===== src/rtl/aprc_pkg.sv =====
// Package for the aging page replacement core: sizes, register indexes,
// controller states and the structs shared by the top level and the frame cells.
// No dependencies.
`timescale 1ns / 1ps
package aprc_pkg;

   localparam int NUM_FRAMES = 64;
   localparam int NUM_PAGES  = 1024;
   localparam int FRAME_W    = $clog2(NUM_FRAMES);
   localparam int COUNT_W    = $clog2(NUM_FRAMES + 1);
   localparam int PAGE_W     = $clog2(NUM_PAGES);
   localparam int CLEAR_W    = $clog2(NUM_PAGES + 1);
   localparam int AGE_W      = 8;
   localparam int CSR_IDX_W  = 1;
   localparam int CSR_DATA_W = 16;

   localparam logic [CSR_IDX_W-1:0] CSR_FRAMES_IN_USE = 1'b0;
   localparam logic [CSR_IDX_W-1:0] CSR_TICK_INTERVAL = 1'b1;

   localparam logic [6:0]  FRAMES_RESET = 7'd64;
   localparam logic [15:0] TICK_RESET   = 16'd100;

   typedef enum logic [2:0] {
      ST_CLEAR,
      ST_IDLE,
      ST_READ,
      ST_LOOK,
      ST_SEARCH,
      ST_PLACE,
      ST_WRITE,
      ST_DONE
   } state_type;

   // Running best candidate handed from cell to cell.
   typedef struct packed {
      logic               found_free;
      logic [FRAME_W-1:0] idx;
      logic [AGE_W:0]     age;
      logic [PAGE_W-1:0]  owner;
   } chain_type;

   // Commands broadcast from the controller to every cell.
   typedef struct packed {
      logic               tick;
      logic               set_ref;
      logic               load;
      logic               zero_age;
      logic [FRAME_W-1:0] frame;
      logic [PAGE_W-1:0]  page;
      logic [COUNT_W-1:0] n_active;
   } cell_ctl_type;

endpackage


===== src/rtl/aprc_cell.sv =====
// One page frame cell: age, referenced and occupied bits, owner page, and
// one registered stage of the victim search chain. Depends on aprc_pkg.
`timescale 1ns / 1ps
module aprc_cell (
   input  logic                        clock,
   input  logic                        reset,
   input  logic [aprc_pkg::FRAME_W-1:0] cell_idx,
   input  aprc_pkg::cell_ctl_type      ctl,
   input  aprc_pkg::chain_type         chain_in,
   output aprc_pkg::chain_type         chain_out
);
   import aprc_pkg::*;

   logic [AGE_W-1:0]  age_ff, age_in;
   logic              ref_ff, ref_in;
   logic              occ_ff, occ_in;
   logic [PAGE_W-1:0] owner_ff;
   chain_type         chain_ff, chain_nx_in;
   logic              active, sel;

   assign active = {1'b0, cell_idx} < ctl.n_active;
   assign sel    = ctl.frame == cell_idx;

   always_comb begin
      age_in = age_ff;
      ref_in = ref_ff;
      occ_in = occ_ff;
      if (ctl.tick && active) begin
         age_in = {ref_ff, age_ff[AGE_W-1:1]};
         ref_in = 1'b0;
      end
      if (ctl.set_ref && sel) begin
         ref_in = 1'b1;
      end
      if (ctl.load && sel) begin
         occ_in = 1'b1;
         ref_in = 1'b1;
         if (ctl.zero_age) begin
            age_in = '0;
         end
      end
   end

   // First free frame wins; otherwise the first strictly smaller age.
   always_comb begin
      chain_nx_in = chain_in;
      if (!chain_in.found_free && active) begin
         if (!occ_ff) begin
            chain_nx_in.found_free = 1'b1;
            chain_nx_in.idx        = cell_idx;
         end else if ({1'b0, age_ff} < chain_in.age) begin
            chain_nx_in.idx   = cell_idx;
            chain_nx_in.age   = {1'b0, age_ff};
            chain_nx_in.owner = owner_ff;
         end
      end
   end

   always_ff @(posedge clock) begin
      if (reset) begin
         age_ff   <= '0;
         ref_ff   <= 1'b0;
         occ_ff   <= 1'b0;
         chain_ff <= '0;
      end else begin
         age_ff   <= age_in;
         ref_ff   <= ref_in;
         occ_ff   <= occ_in;
         chain_ff <= chain_nx_in;
      end
   end

   always_ff @(posedge clock) begin
      if (ctl.load && sel) begin
         owner_ff <= ctl.page;
      end
   end

   assign chain_out = chain_ff;

endmodule


===== config.mk =====
export PLATFORM = sky130hd
export DESIGN_NAME = aprc_cell
export DESIGN_NICKNAME = d
export VERILOG_FILES = /design/src/rtl/aprc_pkg.sv /design/src/rtl/aprc_cell.sv
export SDC_FILE = /design/constraint.sdc
export NUM_CORES = 1
export LEC_CHECK = 0
export BUFFER_PORTS_ARGS = -buffer_cell sky130_fd_sc_hd__buf_2
export CAP_MARGIN = 30
export CORE_UTILIZATION = 48
export DETAILED_ROUTE_END_ITERATION = 12
export PLACE_DENSITY = 0.79
export SYNTH_ARGS = -nofsm -noshare
export SYNTH_HDL_FRONTEND = slang
export SYNTH_SLANG_ARGS = --single-unit

===== constraint.sdc =====
create_clock -name clock -period 3.1 [get_ports clock]
set_clock_uncertainty 0.1 [all_clocks]
set_input_delay 0.62 -clock clock [delete_from_list [all_inputs] [get_ports clock]]
set_output_delay 0.62 -clock clock [all_outputs]
set_load 0.02 [all_outputs]

# == Word-level counts from Yosys, hierarchy flattened ==
# Index checks and enable logic that the tools add are counted.
# word_totals
regBits,46
input_bits,61
output_inout_bits,26
word_cells,28
# op_classes
n_lt_le_gt_ge,2
n_eq_ne,1
muxes,11
n_reduce_logical,6
# op_table
op,n
26-bit 2-to-1 mux,1
25-bit 2-to-1 mux,1
8-bit 2-to-1 mux,3
19-bit 2-to-1 mux,1
8-bit by 9-bit less-than comparator with 1-bit output,1
6-bit by 7-bit less-than comparator with 1-bit output,1
6-bit equality test,1
6-bit 2-to-1 mux,1
1-bit logical AND,4
1-bit 2-to-1 mux,4
3-bit nonzero test,1
1-bit zero test,1

# == Logic depth before layout (Yosys ltp) ==
# depth
word_depth,5
ltp_mapped,9

# == Worst setup path after synthesis ==
# No wires, ideal clock.
# synth_path
kind,input to register
start,input ctl[20] (netlist name)
end,register age_ff[0]
t_arrival_ps,2479
required_ps,2879
setup_slack_ps,400
cell_stages,5
n_path_buf,0
cell_sequence,xnor2_1 nand2_1 nor4_1 a21o_1 nor2_1
# synth_between
elab_chain_len,3
# synth_rtl
element,line_no,rtl
from (decl),aprc_cell.sv:8,"input aprc_pkg::cell_ctl_type ctl,"
6-bit equality test,aprc_cell.sv:22,assign sel = ctl.frame == cell_idx;
1-bit logical AND,aprc_cell.sv:35,if (ctl.load && sel) begin
8-bit 2-to-1 mux,aprc_cell.sv:35,
to (signal assigned),aprc_cell.sv:66,age_ff <= age_in;
to (decl),aprc_cell.sv:14,"logic [AGE_W-1:0] age_ff, age_in;"
# Every way passes these cells.
# A chain may end at the register's enable or synchronous reset.

# == Worst setup path after layout ==
# layout_path
start,input cell_idx[2] (netlist name)
end,"register chain_ff, in the netlist chain_out[8]"
# layout_between
elab_chain_len,3
# layout_rtl
element,line_no,rtl
from (decl),aprc_cell.sv:7,"input logic [aprc_pkg::FRAME_W-1:0] cell_idx,"
6-bit by 7-bit less-than comparator with 1-bit output,aprc_cell.sv:21,"assign active = {1'b0, cell_idx} < ctl.n_active;"
1-bit logical AND,aprc_cell.sv:47,if (!chain_in.found_free && active) begin
26-bit 2-to-1 mux,aprc_cell.sv:47,
to (signal assigned),aprc_cell.sv:69,chain_ff <= chain_nx_in;
to (decl),aprc_cell.sv:18,"chain_type chain_ff, chain_nx_in;"
# Every way passes these cells.

==> flow_summary_export.csv <==
group,metric,value,unit
synth,avgSynthCellArea,10.5,um2
timing,finalSetupViolations,0,
run_status,status,"finished, final reports clean",
critical_path,cp_common_cell,"a21oi_1",
clocking,clk_latency,0.30,ns
drt,num_vias,1667,
critical_path,critPathMaxFanout,19,
synth,syn_area,2230,um2
floorplan,core_area,4410,um2
synth,synth_cell_types,31,
drt,wl_met3,237,um
synth,synth_top_area_cell,"dfxtp_1",
layout,multi_input_area,1120,um2
critical_path,cpLargestDelayFamily,"compound AO/OA/AOI/OAI gates",
critical_path,worstPathRequired,3.23,ns
drt,drt-vias-per-instance,4.72,
layout,drive_gt1_share,34.9,%
placed_design,routabilityCongestion,0.733,
synth,synth-main-ff-cell,"dfxtp_1",
floorplan,start_util,50.5,%
pwr,peakVddDrop,0.000202,V
synth,synth_nets,285,
timing,maxSlewViolCount,0,
timing,tightestPinTransition,0.642,ns
layout,num-fill-cells,380,
critical_path,path_class,"input pin to flop",
layout,fin_cells,353,
synth,yosys-top-cells-area,"dfxtp_1 32%, mux2i_1 14%, nand2b_1 14%, edfxtp_1 13%, ha_1 6.7%",
global_routing,grtUsageTotal,17.3,%
global_routing,grt_max_degree,54,
global_routing,antenna_found_initial,0,
synth,seq_area_frac_synth,45.8,%
critical_path,cp-start-kind,"input pin",
floorplan,std_cell_rows,24,
timing,period_minus_slack,2.26,ns
timing,fin_crit_sh,72.8,%
layout,seq_area,1020,um2
clocking,holdBufCountCts,0,
drt,route.detailed.drc,0,
critical_path,worst_path_largest_cell_delay,0.34,ns
clocking,cts_tree,"built",
pwr,total_power,1.19,mW
placed_design,dp_cells,345,
drt,wl_per_cell,10.9,um
synth,yosysWarnings,0,
layout,fin_area,2800,um2
critical_path,critPathCaptureType,"flop",
drt,topRoutingLayerUsed,"met4",
placed_design,place_worst_setup_slack,0.515,ns
run,maxCapViolations,0,
critical_path,worst-path-buf-inv,2,
floorplan,fp.dieH,70.1,um
synth,synth_top_cell_area_share,32.3,%
drt,wl_met2,1820,um
floorplan,die_w,70.1,um
pwr,powerDensity,423,nW/um2
synth,synthTopCellsByCount,"50 x nand2b_1, 36 x dfxtp_1, 32 x mux2i_1, 15 x inv_1",
timing,layout_setup_ws,0.844,ns
clocking,cts.htree.levels,2,
floorplan,die_area,4920,um2
timing,finalHoldViolCount,0,
floorplan,io_pins,87,
critical_path,worst-endpoint-arrival,2.39,ns
clocking,clock_tree.root_cell,"clkbuf_8",
timing,max_freq,443,MHz
critical_path,worstPathCellList,"buf_2, ha_1, a21oi_1, o21ai_0, a21oi_1, nor4b_4, buf_4, mux2i_1",
timing,relSlewSlack,57.2,%
layout,syn_to_final_growth,25.7,%
drt,wirelength,3850,um
clocking,clock_path_buffers,2,
synth,ys_async_sr_fraction,0,%
pwr,power.leakage,1.30,nW
hold_path,min_path_type,"flop to flop",
layout,fin_nets,373,
critical_path,cp_slowest_cell,"buf_4",
placed_design,hpwlAfterDp,2910,um
clocking,cts_resized,0,
drt,wl_met1,1720,um
placed_design,io_buffers,86,
synth,synth.most_common_cell,"nand2b_1",
layout,n_antenna_cell,0,
global_routing,grt_pass1_wl,6690,um
clocking,cts_setup_buffers,0,
placed_design,placed_area,2710,um2
drt,drtIter0Drc,41,
global_routing,grt_pass1_vias,1508,
timing,fin_tns_setup,0,ns
timing,rsz0062_at_grt,"no",
drt,drt_first_pass_iters,4,
synth,synth_seq_cells,46,
clocking,clk_pin_slew,0.08,ns
global_routing,overflow,0,
drt,ant_nets,0,
clocking,cts_sinks,46,
synth,synth_edf_count,10,
clocking,numCtsBuffers,5,
synth,syn_inst,212,
## cells by family after synthesis
| logic type | Yosys count | share of synthesized area [%] |
|---|---|---|
| buffers and inverters | 23 | 5.00 |
| adders and majority gates | 12 | 6.74 |
| xor gates and xnor gates | 6 | 2.36 |
| AOI/OAI and AO/OA | 18 | 5.73 |
| muxes | 32 | 14.4 |
| and+or+nand+nor | 75 | 20.0 |
| DFF | 46 | 45.8 |
## metrics by stage
| step | util, % | hold slack [ns] |
|---|---|---|
| after floorplan | - | 0.346 |
| after global placement | 61.4 | 0.356 |
| after detailed placement | 61.4 | 0.365 |
| after CTS | 63.5 | 0.376 |
| after global routing | 63.5 | 0.375 |
| final | 63.5 | 0.372 |
## layer usage
| layer | vias up | global-route usage [%] |
|---|---|---|
| met5 | - | 0 |
| li1 | 884 | - |
| met4 | 0 | 7.11 |
| met3 | 6 | 5.34 |
| met2 | 50 | 29.4 |
| met1 | 727 | 20.1 |
## area by class of cell
cell class              instances  share of cell area [%]
clock buffers                   5                    2.46
well taps                      52                    2.32
multi-input cells             143                    39.8
repair buffers                 89                    16.2
inverters                      15                    2.01
flip-flops and latches         46                    36.4
clock inverters                 3                   0.759
## power breakdown
group / leakage, nW / internal (mW) / switching [mW]
Clock: 0.0441 / 0.158 / 0.201
Sequential: 0.387 / 0.634 / 0.00478
Combinational: 0.870 / 0.0898 / 0.0983
Total: 1.30 / 0.882 / 0.304
## sequential cells by signal, indices dropped and copies added (netlist names)
register / count
ref_ff: 1
occ_ff: 1
age_ff: 8
chain_out: 26
owner_ff: 10
## worst reg2reg max path: stages (launching register included)
cell and delay (ns):
dfxtp_1 0.40, ha_1 0.28, a211oi_2 0.21, o32a_2 0.18, o31ai_2 0.10, nor4b_4 0.21, buf_4 0.34, mux2i_1 0.23
## final timing paths
check	cells after the start	from	end	slack, ns
setup / recovery	8	cell_idx[2]	chain_out[8]	0.84
hold reg to reg	2	ref_ff	ref_ff	0.37
hold / removal	2	ref_ff	ref_ff	0.37
setup reg to reg	7	age_ff[6]	chain_out[8]	0.97
## cells in the final DEF, fill, tap and decap left out, types with 2 or more instances in the layout
| cell | Yosys | routed |
|---|---|---|
| inv_1 | 15 | 15 |
| buf_2 | 1 | 86 |
| dfxtp_1 | 36 | 36 |
| ha_1 | 12 | 12 |
| a21o_1 | 2 | 2 |
| a21oi_1 | 7 | 7 |
| o21ai_0 | 2 | 2 |
| buf_4 | 0 | 3 |
| nand2_1 | 5 | 5 |
| edfxtp_1 | 10 | 10 |
| a211oi_2 | 1 | 2 |
| xnor2_1 | 6 | 6 |
| nand2b_1 | 50 | 50 |
| clkbuf_8 | 0 | 5 |
| nor2_1 | 12 | 12 |
| mux2i_1 | 32 | 32 |
Note: power is estimated with default switching activity, not from simulation.
